--- config.mk ---
export PLATFORM = sky130hd
export DESIGN_NAME = phase_anomaly_guard
export DESIGN_NICKNAME = d
export VERILOG_FILES = /design/src/hw/rtl/pag_pkg.sv /design/src/hw/rtl/phase_anomaly_guard.sv /design/src/hw/rtl/pag_cfg.sv /design/src/hw/rtl/pag_step.sv
export SDC_FILE = /design/constraint.sdc
export NUM_CORES = 1
export LEC_CHECK = 0
export BUFFER_PORTS_ARGS = -buffer_cell sky130_fd_sc_hd__buf_2
export CAP_MARGIN = 20
export CORE_MARGIN = 5
export CORE_UTILIZATION = 40
export CTS_CLUSTER_DIAMETER = 150
export DETAILED_ROUTE_END_ITERATION = 7
export SETUP_SLACK_MARGIN = 0.2
export SYNTH_ARGS = -nofsm -noshare
export SYNTH_HDL_FRONTEND = slang
export SYNTH_SLANG_ARGS = --single-unit
--- constraint.sdc ---
create_clock -name clk_i -period 12 [get_ports clk_i]
set_clock_uncertainty 0.2 [all_clocks]
set_input_delay 0.6 -clock clk_i [delete_from_list [all_inputs] [get_ports clk_i]]
set_output_delay 0.6 -clock clk_i [all_outputs]
set_load 0.01 [all_outputs]
--- src/hw/rtl/pag_pkg.sv ---
// pag_pkg: shared types and constants for the phase anomaly guard.
// Used by pag_cfg, pag_step and phase_anomaly_guard; no dependencies.
package pag_pkg;

  localparam int unsigned PhaseW  = 12;
  localparam int unsigned CountW  = 8;
  localparam int unsigned HoldW   = 16;
  localparam int unsigned GainW   = 13;
  localparam int unsigned QShift  = 12;
  localparam int unsigned CfgIdxW = 3;
  localparam int unsigned CfgW    = 16;
  localparam int unsigned InDataW = 16;
  localparam int unsigned OutDataW = 24;

  typedef enum logic [CfgIdxW-1:0] {
    CFG_OVER_LIMIT = 3'd0,
    CFG_CONFIRM    = 3'd1,
    CFG_RISE       = 3'd2,
    CFG_TOO_LOW    = 3'd3,
    CFG_GAIN       = 3'd4,
    CFG_INHIBIT    = 3'd5
  } cfg_idx_e;

  typedef enum logic {
    KIND_SAMPLE = 1'b0,
    KIND_RESET  = 1'b1
  } kind_e;

  // pot sits in bit 0, ready in bit 6
  typedef struct packed {
    logic ready;
    logic lock;
    logic inh;
    logic low;
    logic rise;
    logic warn;
    logic pot;
  } pag_flags_t;

  typedef struct packed {
    logic signed [PhaseW-1:0] over_limit;
    logic [CountW-1:0]        confirm;
    logic [PhaseW-1:0]        rise_thr;
    logic signed [PhaseW-1:0] too_low;
    logic [GainW-1:0]         gain;
    logic [HoldW-1:0]         inhibit;
  } pag_cfg_t;

  typedef struct packed {
    logic [CountW-1:0]        over_count;
    logic signed [PhaseW-1:0] baseline;
    logic [HoldW-1:0]         hold;
    pag_flags_t               flags;
  } pag_state_t;

endpackage

--- src/hw/rtl/phase_anomaly_guard.sv ---
// phase_anomaly_guard: top level, input and result registers around pag_step.
// Depends on pag_pkg, pag_cfg and pag_step.
//
// Usage:
//  s_axis carries one beat per control tick: tuser is the kind (0 phase
//  sample, 1 baseline reset command), tdata[11:0] the signed phase in
//  tenths of a degree. Every input beat yields exactly one m_axis beat
//  holding the seven status flags and the 12-bit baseline after the step.
//  Path: a beat is taken into the input register, then the status update
//  is written into the result register. Throughput: one beat per cycle
//  while m_axis_tready is high; the whole update is one combinational pass
//  whose longest path is the 13 x 14 bit filter multiply, add and clamp.
//  Stalls: while m_axis_tready is low the result register holds and the
//  input register still takes one more beat; s_axis_tready then drops until
//  the result is taken. No beat is lost or repeated.
//  Configuration: cfg_we_i writes register cfg_index_i (0 over-limit
//  threshold, 1 confirm count, 2 rise threshold, 3 too-low threshold,
//  4 filter gain Q12, 5 inhibit ticks); other indexes are ignored. Write
//  only while no beat is in flight.
//  Reset: rst_ni clears the counters, baseline and flags and loads the
//  register defaults 1000, 3, 150, 100, 410, 50. Both channels empty.
module phase_anomaly_guard (
  input  logic                          clk_i,
  input  logic                          rst_ni,
  input  logic                          s_axis_tvalid,
  output logic                          s_axis_tready,
  input  logic [pag_pkg::InDataW-1:0]   s_axis_tdata,   // [11:0] phase, [15:12] zero
  input  logic                          s_axis_tuser,   // [0] kind
  output logic                          m_axis_tvalid,
  input  logic                          m_axis_tready,
  // [0] vessel_off, [1] limit_alert, [2] phase_jump, [3] too_low,
  // [4] power_hold, [5] base_frozen, [6] baseline_ready,
  // [18:7] baseline_value, [23:19] zero
  output logic [pag_pkg::OutDataW-1:0]  m_axis_tdata,
  input  logic                          cfg_we_i,
  input  logic [pag_pkg::CfgIdxW-1:0]   cfg_index_i,
  input  logic [pag_pkg::CfgW-1:0]      cfg_wdata_i
);

  pag_pkg::pag_cfg_t   cfg;
  pag_pkg::pag_state_t state_q, state_d;

  logic                              in_valid_q;
  logic                              in_kind_q;
  logic signed [pag_pkg::PhaseW-1:0] in_phase_q;
  logic                              out_valid_q;
  logic [pag_pkg::OutDataW-1:0]      out_data_q;
  logic                              advance;   // result register can load
  logic                              fire;      // beat moves into result stage

  pag_cfg u_cfg (
    .clk_i   (clk_i),
    .rst_ni  (rst_ni),
    .we_i    (cfg_we_i),
    .index_i (cfg_index_i),
    .wdata_i (cfg_wdata_i),
    .cfg_o   (cfg)
  );

  pag_step u_step (
    .kind_i  (in_kind_q),
    .phase_i (in_phase_q),
    .cfg_i   (cfg),
    .cur_i   (state_q),
    .nxt_o   (state_d)
  );

  assign advance       = !out_valid_q || m_axis_tready;
  assign fire          = in_valid_q && advance;
  assign s_axis_tready = !in_valid_q || advance;

  // input stage
  always_ff @(posedge clk_i or negedge rst_ni) begin
    if (!rst_ni) begin
      in_valid_q <= 1'b0;
    end else if (s_axis_tready) begin
      in_valid_q <= s_axis_tvalid;
    end
  end

  always_ff @(posedge clk_i) begin
    if (s_axis_tready && s_axis_tvalid) begin
      in_kind_q  <= s_axis_tuser;
      in_phase_q <= s_axis_tdata[pag_pkg::PhaseW-1:0];
    end
  end

  // status state, updated once per beat
  always_ff @(posedge clk_i or negedge rst_ni) begin
    if (!rst_ni) begin
      state_q <= '0;
    end else if (fire) begin
      state_q <= state_d;
    end
  end

  // result stage
  always_ff @(posedge clk_i or negedge rst_ni) begin
    if (!rst_ni) begin
      out_valid_q <= 1'b0;
    end else if (fire) begin
      out_valid_q <= 1'b1;
    end else if (m_axis_tready) begin
      out_valid_q <= 1'b0;
    end
  end

  always_ff @(posedge clk_i) begin
    if (fire) begin
      out_data_q <= {5'd0, state_d.baseline, state_d.flags};
    end
  end

  assign m_axis_tvalid = out_valid_q;
  assign m_axis_tdata  = out_data_q;

`ifndef NO_ASSERTIONS
  // an active hold always shows as inhibit
  a_hold_inh: assert property (@(posedge clk_i) disable iff (!rst_ni)
    state_q.hold != '0 |-> state_q.flags.inh)
    else $error("hold running without inhibit flag");

  // warning and confirmation are exclusive
  a_warn_pot: assert property (@(posedge clk_i) disable iff (!rst_ni)
    !(state_q.flags.warn && state_q.flags.pot))
    else $error("warning and confirmed removal both set");

  // sudden rise and baseline lock are set and cleared together
  a_rise_lock: assert property (@(posedge clk_i) disable iff (!rst_ni)
    state_q.flags.rise == state_q.flags.lock)
    else $error("rise and lock flags disagree");

  // a beat leaving the input stage lands in the result register
  a_fire: assert property (@(posedge clk_i) disable iff (!rst_ni)
    fire |=> out_valid_q)
    else $error("beat lost between stages");
`endif

endmodule

--- src/hw/rtl/pag_cfg.sv ---
// pag_cfg: configuration register file, write-only.
// Depends on pag_pkg.
module pag_cfg (
  input  logic                        clk_i,
  input  logic                        rst_ni,
  input  logic                        we_i,
  input  logic [pag_pkg::CfgIdxW-1:0] index_i,
  input  logic [pag_pkg::CfgW-1:0]    wdata_i,
  output pag_pkg::pag_cfg_t           cfg_o
);

  pag_pkg::pag_cfg_t cfg_q, cfg_d;

  always_comb begin
    cfg_d = cfg_q;
    if (we_i) begin
      case (pag_pkg::cfg_idx_e'(index_i))
        pag_pkg::CFG_OVER_LIMIT: cfg_d.over_limit = wdata_i[pag_pkg::PhaseW-1:0];
        pag_pkg::CFG_CONFIRM:    cfg_d.confirm    = wdata_i[pag_pkg::CountW-1:0];
        pag_pkg::CFG_RISE:       cfg_d.rise_thr   = wdata_i[pag_pkg::PhaseW-1:0];
        pag_pkg::CFG_TOO_LOW:    cfg_d.too_low    = wdata_i[pag_pkg::PhaseW-1:0];
        pag_pkg::CFG_GAIN:       cfg_d.gain       = wdata_i[pag_pkg::GainW-1:0];
        pag_pkg::CFG_INHIBIT:    cfg_d.inhibit    = wdata_i[pag_pkg::HoldW-1:0];
        default:                 cfg_d = cfg_q;  // unused index, dropped
      endcase
    end
  end

  always_ff @(posedge clk_i or negedge rst_ni) begin
    if (!rst_ni) begin
      cfg_q.over_limit <= 12'sd1000;
      cfg_q.confirm    <= 8'd3;
      cfg_q.rise_thr   <= 12'd150;
      cfg_q.too_low    <= 12'sd100;
      cfg_q.gain       <= 13'd410;
      cfg_q.inhibit    <= 16'd50;
    end else begin
      cfg_q <= cfg_d;
    end
  end

  assign cfg_o = cfg_q;

endmodule

--- src/hw/rtl/pag_step.sv ---
// pag_step: next-state logic for one beat (counter, filter, hold).
// Depends on pag_pkg.
module pag_step (
  input  logic                              kind_i,
  input  logic signed [pag_pkg::PhaseW-1:0] phase_i,
  input  pag_pkg::pag_cfg_t                 cfg_i,
  input  pag_pkg::pag_state_t               cur_i,
  output pag_pkg::pag_state_t               nxt_o
);

  logic [pag_pkg::CountW-1:0]        oc;
  logic signed [pag_pkg::PhaseW-1:0] base0;
  logic signed [pag_pkg::PhaseW-1:0] base1;
  logic [pag_pkg::PhaseW:0]          delta;   // 13-bit signed difference
  logic                              rise_hit;
  logic [26:0]                       prod;
  logic [14:0]                       stepv;
  logic [15:0]                       sum;
  logic signed [pag_pkg::PhaseW-1:0] filt;
  logic [pag_pkg::HoldW-1:0]         hold;
  pag_pkg::pag_flags_t               fl;

  always_comb begin
    nxt_o = cur_i;
    fl    = cur_i.flags;
    oc    = cur_i.over_count;
    hold  = cur_i.hold;

    base0    = cur_i.flags.ready ? cur_i.baseline : phase_i;
    delta    = {phase_i[11], phase_i} - {base0[11], base0};
    rise_hit = $signed({delta[12], delta}) > $signed({2'b00, cfg_i.rise_thr});

    // Q12 low-pass step, floor shift taken from the product's upper bits
    prod  = {{14{delta[12]}}, delta} * {14'd0, cfg_i.gain};
    stepv = prod[26:12];
    sum   = {{4{base0[11]}}, base0} + {stepv[14], stepv};
    if ($signed(sum) > 16'sd2047) begin
      filt = 12'sd2047;
    end else if ($signed(sum) < -16'sd2048) begin
      filt = -12'sd2048;
    end else begin
      filt = sum[11:0];
    end
    base1 = base0;

    if (kind_i == pag_pkg::KIND_RESET) begin
      nxt_o.baseline = phase_i;
      nxt_o.hold     = '0;
      nxt_o.flags    = '0;
      nxt_o.flags.ready = 1'b1;
    end else begin
      if (phase_i >= cfg_i.over_limit) begin
        if (oc != {pag_pkg::CountW{1'b1}}) begin
          oc = oc + 1'b1;
        end
        if (oc >= cfg_i.confirm) begin
          fl.pot = 1'b1;
        end
      end else begin
        oc     = '0;
        fl.pot = 1'b0;
      end
      fl.ready = 1'b1;

      if (!fl.lock && rise_hit) begin
        fl.lock = 1'b1;
        fl.rise = 1'b1;
        fl.inh  = 1'b1;
        hold    = cfg_i.inhibit;
      end
      if (!fl.lock) begin
        base1 = filt;
      end

      if (phase_i < cfg_i.too_low) begin
        fl.low = 1'b1;
        fl.inh = 1'b1;
        hold   = cfg_i.inhibit;
      end else begin
        fl.low = 1'b0;
      end

      // hold expiry; when locked the baseline was not filtered this beat,
      // so the rise test against base0 still applies
      if (hold != '0) begin
        hold = hold - 1'b1;
        if (hold == '0) begin
          fl.inh = 1'b0;
          if (fl.lock) begin
            if (!rise_hit) begin
              fl.lock = 1'b0;
              fl.rise = 1'b0;
              base1   = phase_i;
            end else begin
              fl.inh = 1'b1;
              hold   = cfg_i.inhibit;
            end
          end
        end
      end

      fl.warn = (oc != '0) && !fl.pot;

      nxt_o.over_count = oc;
      nxt_o.baseline   = base1;
      nxt_o.hold       = hold;
      nxt_o.flags      = fl;
    end
  end

endmodule

# Yosys cells after proc, flatten, opt, wreduce, memory -nomap -nowiden

Cells that the tools add are included.

Output and inout port bits: 26
Memory bits (read-only): 0
Memories kept: 0
Input port bits: 41
Bits in writable memories: 0
Logic and storage cells: 99
Latch bits: 0
Bits in registers: 148

Multipliers: 1
Divide/modulo/power cells: 0
Add/subtract/negate cells: 4
Order comparisons: 6
Reduce and logical (&&, ||, !) cells: 22
Bitwise operators: 1
Shift operators: 0
Eq/ne operators: 6
Mux-type cells: 39

Operators with widths:

| operator                | count |
|---|---|
| $mux W16                | 7 |
| $mux W12                | 8 |
| $mux W8                 | 5 |
| $mux W35                | 1 |
| $mul A13 B14 Y27        | 1 |
| $add A12 B15 Y16        | 1 |
| $gt A16 B12 Y1 const B  | 1 |
| $logic_not A16 Y1       | 1 |
| $lt A16 B12 Y1 const B  | 1 |
| $reduce_bool A16 Y1     | 1 |
| $sub A16 B1 Y16 const B | 1 |
| $reduce_and A2 Y1       | 7 |
| $gt A13 B13 Y1          | 1 |
| $mux W1                 | 13 |
| $sub A12 B12 Y13        | 1 |
| $ge A12 B12 Y1          | 1 |
| $lt A12 B12 Y1          | 1 |
| $mux W2                 | 5 |
| $add A8 B1 Y8 const B   | 1 |
| $ge A8 B8 Y1            | 1 |
| $ne A8 B8 Y1 const B    | 1 |
| $reduce_bool A8 Y1      | 1 |
| $eq A3 B2 Y1 const B    | 2 |
| $eq A3 B3 Y1 const B    | 2 |
| other kinds (7)         | 14 |

# Depth between registers and ports, before layout

Gate-level depths: netlist of the first run.

Depth in word-level cells: 13
Gate-level depth with buffers: 47
Gate-level depth less buffers: 44

# By module

From an unflattened synthesis of the first run, not the netlist that was laid out.

Cells, all modules: 1585
Area total of the unflattened synthesis: 15682.5 um^2

By module, submodules not included:

| module              | seq. area each (um^2) | times used | area an instance (um^2) | cells an instance |
|---|---|---|---|---|
| pag_step            | 0.0                   | 1          | 9909.5                  | 1290 |
| pag_cfg             | 1855.5                | 1          | 2914.0                  | 158 |
| phase_anomaly_guard | 2087.0                | 1          | 2859.0                  | 137 |

# Worst setup path after synthesis of the first run

OpenSTA, ideal clock, no wires.

Kind: register -> register
Start: register state_q[6] (netlist bit)
End: register out_data_q (netlist bit m_axis_tdata[8]), data pin
Required time: 11536 ps
Slack: 1154 ps
Stages on the path, launching flop included: 43
Buffers on the path: 3
Data arrival time: 10382 ps
Period minus slack after synthesis: 10846 ps
Setup time: 264 ps
Path through: dfrtp_1 -> clkbuf_1 -> mux2i_1 -> ha_1 -> nor2b_1 -> o21ai_0 -> a21boi_0 -> o21ai_0 -> a21boi_0 -> o21ai_0 -> a21oi_1 -> o41ai_1 -> xnor2_1 -> clkbuf_1 -> nand2_1 -> fa_1 -> fa_1 -> inv_1 -> (+7 left out) -> o21ai_0 -> a31oi_1 -> a311o_1 -> and2_1 -> o21a_1 -> nor2_1 -> xnor2_1 -> ha_1 -> a21o_1 -> a211o_1 -> o211a_1 -> a311o_1 -> and4_1 -> o21ai_0 -> clkbuf_1 -> a211oi_1 -> a221oi_1 -> nand2_1

RTL lines:

| element                | RTL line                   | source |
|---|---|---|
| from (decl)            | phase_anomaly_guard.sv:41  | `pag_pkg::pag_state_t state_q, state_d;` |
| from (signal assigned) | phase_anomaly_guard.sv:93  | `state_q <= state_d;` |
| to (signal assigned)   | phase_anomaly_guard.sv:110 | `out_data_q <= {5'd0, state_d.baseline, state_d.flags};` |
| to (decl)              | phase_anomaly_guard.sv:47  | `logic [pag_pkg::OutDataW-1:0] out_data_q;` |

==> impl_metrics.csv, run 1 <==
group,metric,value,unit
outcome,status,"finished clean",
critical_path,crit_cells,42,
floorplan,core_area,37580,um2
cells_and_area,multi_input_area,10240,um2
grt,grt_pass1_vias,11978,
clock_network,clock_latency,0.42,ns
yosys,synth_seq_cells,147,
job,drv_cap,0,
critical_path,crit_type,"flop to flop",
yosys,synth.cell_area,15210,um2
critical_path,cp_max_fo,14,
yosys,syn_area_per_cell,9.136,um2
detailed_routing,drc,0,
clock_network,cts.htree.levels,4,
timing,relSlewSlack,28.01,%
timing,slew_violations,0,
clock_network,clkTransAtPathRegs,0.07,ns
floorplan,start_util,40.48,%
clock_network,cts_buffers,17,
clock_network,cts_hold_buf,0,
clock_network,clkSinkCount,147,
detailed_routing,routedWlPerCell,17.02,um
grt,grt-ovfl-total,0,
detailed_routing,wirelength,37870,um
floorplan,top_level_ports,67,
yosys,syn-instance-count,1665,
yosys,yosys-top-cells-count,"nand2_1 (233), inv_1 (216), ha_1 (167)",
place,dpl.hpwl,28670,um
detailed_routing,first_pass_iters,5,
detailed_routing,vias_per_cell,5.300,
critical_path,cp_top_family,"adder cells",
grt,grt.total_usage,18.48,%
detailed_routing,drtIter0Drc,672,
yosys,yosys.area.top_type,"fa_1",
yosys,ys_warn_count,0,
timing,worst_slew_pin_slew,1.074,ns
yosys,synth_edf_count,31,
critical_path,start_kind,"flop",
clock_network,cts-root-buf,"clkbuf_16",
cells_and_area,n_fill_cell,3583,
cells_and_area,antenna_cells,0,
floorplan,die_h,205.0,um
critical_path,cp.required,11.96,ns
timing,setup_tns,0,ns
yosys,synth_ff_type,"dfrtp_1",
timing,hold_viol,0,
critical_path,crit_path_end_kind,"flop",
timing,clock.fmax,90.14,MHz
critical_path,crit_path_max_incr_delay,0.57,ns
grt,grt_first_pass_wirelength,62560,um
grt,antenna_found_initial,0,
critical_path,path_buf_inv,5,
clock_network,cts.path.max_buffers,2,
detailed_routing,vias,11793,
place,place_congestion,0.8920,
critical_path,path_common_cell,"fa_1",
clock_network,postCtsSetupBuffers,0,
critical_path,critPathSlowestCell,"dfrtp_2",
yosys,async_flop_share,78.91,%
cells_and_area,drive_gt1_share,13.07,%
min_path,hp-class,"input port to async pin",
cells_and_area,fin_nets,2031,
timing,finalSetupViolations,0,
yosys,seq_area_frac_synth,25.39,%
place,port_buffers,56,
timing,period_share,92.45,%
floorplan,dieArea,42030,um2
floorplan,fp-row-count,71,
grt,grt_start_max_net_pins,68,
yosys,synth.most_common_cell,"nand2_1",
yosys,ys_top_cells_by_area,"fa_1 (16%), dfrtp_1 (15%), ha_1 (14%), edfxtp_1 (6.1%), nand2_1 (5.7%)",
critical_path,reg2regPathDepth,42,
yosys,synth_top_area_share,16.06,%
cells_and_area,syn2layout_area_growth,9.492,%
clock_network,cts_tree,"built",
yosys,yosysUniqueCellTypes,74,
timing,layout_min_cycle_time,11.09,ns
cells_and_area,ff_latch_area,3864,um2
timing,rsz0062_at_grt,"false",
detailed_routing,postRouteAntennaNets,0,
critical_path,critical_path_arrival,11.05,ns
floorplan,die_w,205.0,um
-- stage by stage --
stage                     instances  cell area (um2)  worst slack [ns]  util [%]  hold slack [ns]
after floorplan                1669            15230             1.154         -           0.1044
after global placement         2192            16060            0.8124     42.75           0.2610
after detailed placement       2192            16060            0.6629     42.75           0.2720
after CTS                      2224            16640            0.6239     44.29           0.1376
after global routing           2225            16650            0.2241     44.32           0.1384
final                          2225            16650            0.9065     44.32           0.1055
-- logic make-up after synthesis --
family                     after synthesis  share of synthesized area (%)
xor gates and xnor gates                53                          3.052
muxes                                   75                          5.478
and+or+nand+nor                        549                          17.48
adders and majority gates              289                          29.79
DFF                                    147                          25.39
AOI/OAI and AO/OA                      261                          11.23
other                                    2                        0.04937
buffers and inverters                  289                          7.526
-- state kept, by name (all words and copies together) (netlist names) --
signal,cells
state_q,41
m_axis_tvalid,1
in_phase_q,12
m_axis_tdata,18
u_cfg.cfg_o,73
in_valid_q,1
in_kind_q,1
-- path summary, 6_finish.rpt --
path                                        start                     endpoint  slack, ns
setup reg to reg           state_q[6]$_DFFE_PN0P_    m_axis_tdata[7]$_DFFE_PP_       0.91
setup / recovery           state_q[6]$_DFFE_PN0P_    m_axis_tdata[7]$_DFFE_PP_       0.91
max in group asynchronous                  rst_ni  u_cfg.cfg_o[61]$_DFFE_PN0P_      10.28
min in group clk_i                s_axis_tdata[5]      in_phase_q[5]$_DFFE_PP_       0.15
hold / removal                             rst_ni  u_cfg.cfg_o[57]$_DFFE_PN0P_       0.11
hold reg to reg            state_q[0]$_DFFE_PN0P_       state_q[0]$_DFFE_PN0P_       0.28
-- cells in the final DEF (no fill, tap or decap), drive strengths merged, types with 17 or more instances in the layout --
cell type | netlist | layout
dfrtp | 93 | 93
nor2 | 73 | 73
clkbuf | 56 | 23
a21oi | 50 | 50
and2 | 54 | 54
mux2 | 66 | 66
inv | 217 | 219
nand3 | 25 | 25
xor2 | 17 | 17
nand2 | 233 | 233
ha | 167 | 167
buf | 15 | 84
nand2b | 32 | 32
o211ai | 18 | 18
fa | 122 | 122
dfstp | 23 | 23
edfxtp | 31 | 31
xnor2 | 36 | 36
o21ai | 84 | 84
nor2b | 21 | 21
nor3 | 31 | 31
-- metal layers --
metal	routed length, um	vias to the layer above	track usage (%)
li1	-	5655	-
met2	17690	238	30.53
met4	626	0	4.234
met5	0	-	0
met1	17980	5854	26.02
met3	1565	46	2.359
-- cell type report --
cell class	instances	share of cell area, %
Clock buffer	23	3.065
Clock inverter	9	0.4132
Inverter	218	4.913
Multi-Input combinational cell	1233	61.51
Sequential cell	147	23.20
Tap cell	511	3.839
Timing Repair Buffer	84	3.058
-- repair_timing --
action / CTS / global route
setup endpoints to repair: 0 / 22
hold endpoints to repair: 0 / 0
gates resized for setup: 0 / 4
Power of run 1 is not shown: default switching activity piles up to over one toggle a cycle in this logic, so the estimate is an artifact.
==> run 2: changes to the inputs <==
--- a/config.mk
+++ b/config.mk
@@ -8,9 +8,10 @@
 export BUFFER_PORTS_ARGS = -buffer_cell sky130_fd_sc_hd__buf_2
 export CAP_MARGIN = 20
 export CORE_MARGIN = 5
-export CORE_UTILIZATION = 40
+export CORE_UTILIZATION = 50
 export CTS_CLUSTER_DIAMETER = 150
 export DETAILED_ROUTE_END_ITERATION = 7
+export PLACE_DENSITY = 0.67
 export SETUP_SLACK_MARGIN = 0.2
 export SYNTH_ARGS = -nofsm -noshare
 export SYNTH_HDL_FRONTEND = slang
==> impl_metrics.csv, run 2 (same netlist as run 1, synthesis figures left out) <==
group,metric,value,unit
floorplan,fp-row-count,63,
grt,antenna_found_initial,0,
critical_path,crit_path_end_kind,"flop",
detailed_routing,vias_per_cell,5.675,
detailed_routing,wl_met1,17120,um
timing,finalSetupViolations,0,
timing,slew_violations,0,
timing,rsz0062_at_grt,"false",
detailed_routing,route.met3.wl,1796,um
critical_path,cp_max_fo,14,
cells_and_area,mostFrequentLayoutCells,"nand2_1 (233), inv_1 (216), ha_1 (167)",
place,place_congestion,0.9041,
detailed_routing,dr.max_layer_used,"met4",
critical_path,start_kind,"flop",
clock_network,clkTransAtPathRegs,0.08,ns
floorplan,die_w,184.4,um
critical_path,path_common_cell,"fa_1",
grt,grt.total_usage,22.52,%
floorplan,top_level_ports,67,
grt,grt_first_pass_wirelength,61990,um
cells_and_area,largest_reg_flops,73,
place,port_buffers,56,
detailed_routing,routedWlPerCell,17.43,um
timing,layout_min_cycle_time,11.04,ns
clock_network,cts.htree.levels,4,
grt,grt_start_max_net_pins,76,
cells_and_area,final_common_cell,"nand2_1",
floorplan,die_h,184.4,um
timing,clock.fmax,90.62,MHz
cells_and_area,syn2layout_area_growth,8.473,%
clock_network,clkSinkCount,147,
outcome,status,"finished clean",
cells_and_area,drive_gt1_share,13.13,%
cells_and_area,antenna_cells,0,
timing,setup_tns,0,ns
detailed_routing,first_pass_iters,5,
detailed_routing,wirelength,36660,um
timing,worst_slew_pin_slew,1.058,ns
floorplan,core_area,29870,um2
clock_network,clock_latency,0.43,ns
floorplan,dieArea,34010,um2
detailed_routing,dr_wl_met2,17250,um
critical_path,crit_type,"flop to flop",
cells_and_area,fin_nets,2031,
clock_network,cts_tree,"built",
critical_path,cp.required,11.97,ns
timing,period_share,91.96,%
critical_path,crit_path_max_incr_delay,0.57,ns
timing,relSlewSlack,29.07,%
clock_network,cts.path.max_buffers,2,
grt,grt_pass1_vias,12233,
clock_network,cts_buffers,17,
critical_path,path_buf_inv,3,
detailed_routing,drc,0,
detailed_routing,vias,11941,
floorplan,start_util,50.92,%
job,drv_cap,0,
detailed_routing,drtIter0Drc,829,
timing,hold_viol,0,
clock_network,cts-root-buf,"clkbuf_16",
min_path,hp-class,"input port to flop",
critical_path,critical_path_arrival,11.01,ns
grt,grt-ovfl-total,0,
critical_path,critPathSlowestCell,"dfrtp_2",
detailed_routing,postRouteAntennaNets,0,
place,dpl.hpwl,27210,um
critical_path,cp_top_family,"adder cells",
[run 2: cell types whose count changed in the layout (fill, tap and decap cells not counted), sizes merged]
cell / delta
clkbuf: -6
inv: +7
clkinv: -2
dlygate4sd3: +1
clkinvlp: +1
buf: -1
[run 2: layout make-up]
class	instances	area, um2
Tap cell	390	488.0
Sequential cell	147	3864
Clock buffer	17	425.4
Inverter	218	818.3
Clock inverter	15	160.2
Multi-Input combinational cell	1233	10240
Timing Repair Buffer	84	499.2
Fill cell	2640	13380
[run 2: path summary, 6_finish.rpt]
kind                                         from  depth (start not counted)  slack (ns)                        end
max                        state_q[6]$_DFFE_PN0P_                         40        0.96  m_axis_tdata[7]$_DFFE_PP_
min                               s_axis_tdata[9]                          1        0.13    in_phase_q[9]$_DFFE_PP_
max reg2reg                state_q[6]$_DFFE_PN0P_                         40        0.96  m_axis_tdata[7]$_DFFE_PP_
min reg2reg                state_q[4]$_DFFE_PN0P_                          2        0.28     state_q[4]$_DFFE_PN0P_
max in group asynchronous                  rst_ni                          3        9.67     state_q[6]$_DFFE_PN0P_
min in group asynchronous                  rst_ni                          2        0.50    state_q[40]$_DFFE_PN0P_
[run 2: per-layer routing]
metal | track usage (%) | vias up
met3 | 3.039 | 49
met1 | 32.02 | 5899
met4 | 4.673 | 0
met5 | 0 | -
li1 | - | 5670
met2 | 37.12 | 323
[run 2: through the flow]
step | worst slack [ns] | area (um2) | utilization, % | instances | hold slack [ns]
6_report | 0.9650 | 16500 | 55.23 | 2104 | 0.1342
3_3_place_gp | 0.7485 | 15890 | 53.19 | 2070 | 0.2616
4_1_cts | 0.5365 | 16490 | 55.19 | 2103 | 0.1315
5_1_grt | 0.2874 | 16500 | 55.23 | 2104 | 0.1301
3_5_place_dp | 0.5880 | 15890 | 53.19 | 2070 | 0.2677
2_1_floorplan | 1.154 | 15230 | - | 1669 | 0.1044
[run 2: repair_timing]
item | 4_1_cts | 5_1_grt
hold buffers | 1 | 0
resized for setup | 0 | 4
setup endpoints to repair | 0 | 16
hold endpoints to repair | 34 | 0
buffers inserted | 0 | 0
Power of run 2 is left out for the same reason.
==> run 3: changes to the inputs <==
--- a/config.mk
+++ b/config.mk
@@ -15,4 +15,5 @@
 export SETUP_SLACK_MARGIN = 0.2
 export SYNTH_ARGS = -nofsm -noshare
 export SYNTH_HDL_FRONTEND = slang
+export SYNTH_HIERARCHICAL = 1
 export SYNTH_SLANG_ARGS = --single-unit
==> impl_metrics.csv, run 3 <==
group,metric,value,unit
outcome,status,"finished clean",
grt,grt_first_pass_wirelength,60480,um
grt,grt.total_usage,21.06,%
clock_network,cts-root-buf,"clkbuf_16",
yosys,ys_warn_count,6,
floorplan,die_w,186.7,um
cells_and_area,syn2layout_area_growth,8.496,%
floorplan,top_level_ports,67,
critical_path,start_kind,"flop",
detailed_routing,routedWlPerCell,18.03,um
detailed_routing,vias_per_cell,5.625,
yosys,syn_area_per_cell,9.873,um2
detailed_routing,vias,11470,
timing,finalSetupViolations,0,
timing,layout_min_cycle_time,11.14,ns
min_path,worstHoldPathCells,1,
cells_and_area,drive_gt1_share,18.76,%
critical_path,reg2regPathDepth,43,
detailed_routing,drc,0,
place,dpl.hpwl,27990,um
timing,hold_viol,0,
critical_path,ff2ff_setup_slack,0.86,ns
min_path,min-delay-start,"s_axis_tdata[7]",
grt,antenna_found_initial,1,
clock_network,cts_buffers,17,
floorplan,start_util,50.90,%
critical_path,crit_type,"flop to flop",
clock_network,cts.htree.levels,4,
critical_path,crit_path_end_kind,"flop",
timing,whs,0.1550,ns
timing,relSlewSlack,25.99,%
critical_path,critPathSlowestCell,"fa_1",
timing,period_share,92.85,%
cells_and_area,largest_reg_flops,73,
floorplan,dieArea,34850,um2
critical_path,cp.required,12.11,ns
timing,setup_tns,0,ns
cells_and_area,final_common_cell,"inv_1",
critical_path,reg2reg_from,"state_q[6]$_DFFE_PN0P_",
critical_path,cp_top_family,"compound AO/OA/AOI/OAI gates",
floorplan,die_h,186.7,um
detailed_routing,first_pass_iters,5,
clock_network,clkSinkCount,148,
clock_network,clkTransAtPathRegs,0.07,ns
critical_path,cp_max_fo,9,
detailed_routing,wirelength,36770,um
timing,rsz0062_at_grt,"true",
timing,worst_slew_pin_slew,1.101,ns
yosys,syn-instance-count,1581,
yosys,synth.cell_area,15610,um2
critical_path,rr_endpoint,"state_q[25]$_DFFE_PN0P_",
grt,grt-ovfl-total,0,
place,port_buffers,57,
critical_path,critical_path_arrival,11.25,ns
timing,slew_violations,0,
grt,grt_pass1_vias,11783,
detailed_routing,postRouteAntennaNets,0,
min_path,holdPathEnd,"in_phase_q[7]$_DFFE_PP_",
grt,grt_start_max_net_pins,77,
cells_and_area,fin_nets,1959,
critical_path,path_buf_inv,5,
floorplan,fp-row-count,64,
timing,clock.fmax,89.75,MHz
cells_and_area,mostFrequentLayoutCells,"inv_1 (210), ha_1 (166), nand2_1 (149)",
cells_and_area,design_area,16940,um2
clock_network,cts.path.max_buffers,2,
clock_network,cts_tree,"built",
floorplan,core_area,30670,um2
clock_network,clock_latency,0.42,ns
place,place_congestion,0.8838,
min_path,hp-class,"input port to flop",
critical_path,crit_path_max_incr_delay,0.54,ns
place,dpl-instance-area,16250,um2
detailed_routing,drtIter0Drc,636,
job,drv_cap,0,
## run 3: changes by cell type in the layout (fill, tap and decap cells not counted), sizes merged, moves of 8 or more
| cell | previous run | this run |
|---|---|---|
| a211oi | 4 | 12 |
| mux2 | 66 | 125 |
| o211ai | 18 | 3 |
| nand2 | 233 | 150 |
| a2bb2oi | 1 | 10 |
| a21oi | 50 | 63 |
| nor2 | 73 | 83 |
| nand2b | 32 | 23 |
| o21ai | 84 | 66 |
## run 3: through the flow
step	util (%)	std cells	setup WS [ns]
3_3_place_gp	53.00	2001	0.2393
6_report	55.22	2039	0.8576
2_1_floorplan	-	1585	1.044
5_1_grt	55.21	2038	0.1150
3_5_place_dp	53.00	2001	0.1423
4_1_cts	54.89	2033	0.3284
## run 3: worst max path at each step
stage	from	slack (ns)	to	cells past startpoint
after floorplan	state_q[6]$_DFFE_PN0P_	1.04	state_q[25]$_DFFE_PN0P_	43
after global placement	state_q[6]$_DFFE_PN0P_	0.24	state_q[25]$_DFFE_PN0P_	41
after detailed placement	state_q[6]$_DFFE_PN0P_	0.14	state_q[25]$_DFFE_PN0P_	41
after CTS	state_q[6]$_DFFE_PN0P_	0.33	state_q[25]$_DFFE_PN0P_	42
after global routing	in_phase_q[1]$_DFFE_PP_	0.11	state_q[29]$_DFFE_PN0P_	43
final	state_q[6]$_DFFE_PN0P_	0.86	state_q[25]$_DFFE_PN0P_	43
## run 3: cell type report
class                   instances  area (um2)
multi-input cells            1162       10630
clock buffers                  19       464.2
clock inverters                13       107.6
diodes                          1       2.502
repair buffers                 88       543.0
fillers                      2746       13730
flip-flops and latches        148        3894
inverters                     212       795.8
well taps                     396       495.5
## run 3: worst register-to-register path: cells and delay by family, from the launching register on
| family | cells | cell delay, ns |
|---|---|---|
| compound gates | 19 | 4.05 |
| fa+ha+maj | 9 | 3.70 |
| mux | 3 | 0.92 |
| simple gates | 5 | 0.90 |
| flops | 1 | 0.49 |
| xor+xnor | 2 | 0.41 |
| buf+inv | 5 | 0.39 |
## run 3: routing by layer
layer / track usage, % / up-vias / share of wire (%)
li1: - / 5413 / -
met1: 28.76 / 5703 / 45
met2: 35.50 / 310 / 49
met3: 3.756 / 44 / 5.1
met4: 4.232 / 0 / 1.5
met5: 0 / - / 0
## run 3: what timing repair did
item / in CTS / in global routing
setup buffers: 0 / 3
pin swaps: 0 / 2
endpoints found under the hold margin: 0 / 27
endpoints found under the setup margin: 10 / 24
hold buffers: 0 / 1
gates resized for setup: 2 / 11
Power of run 3 is left out for the same reason.
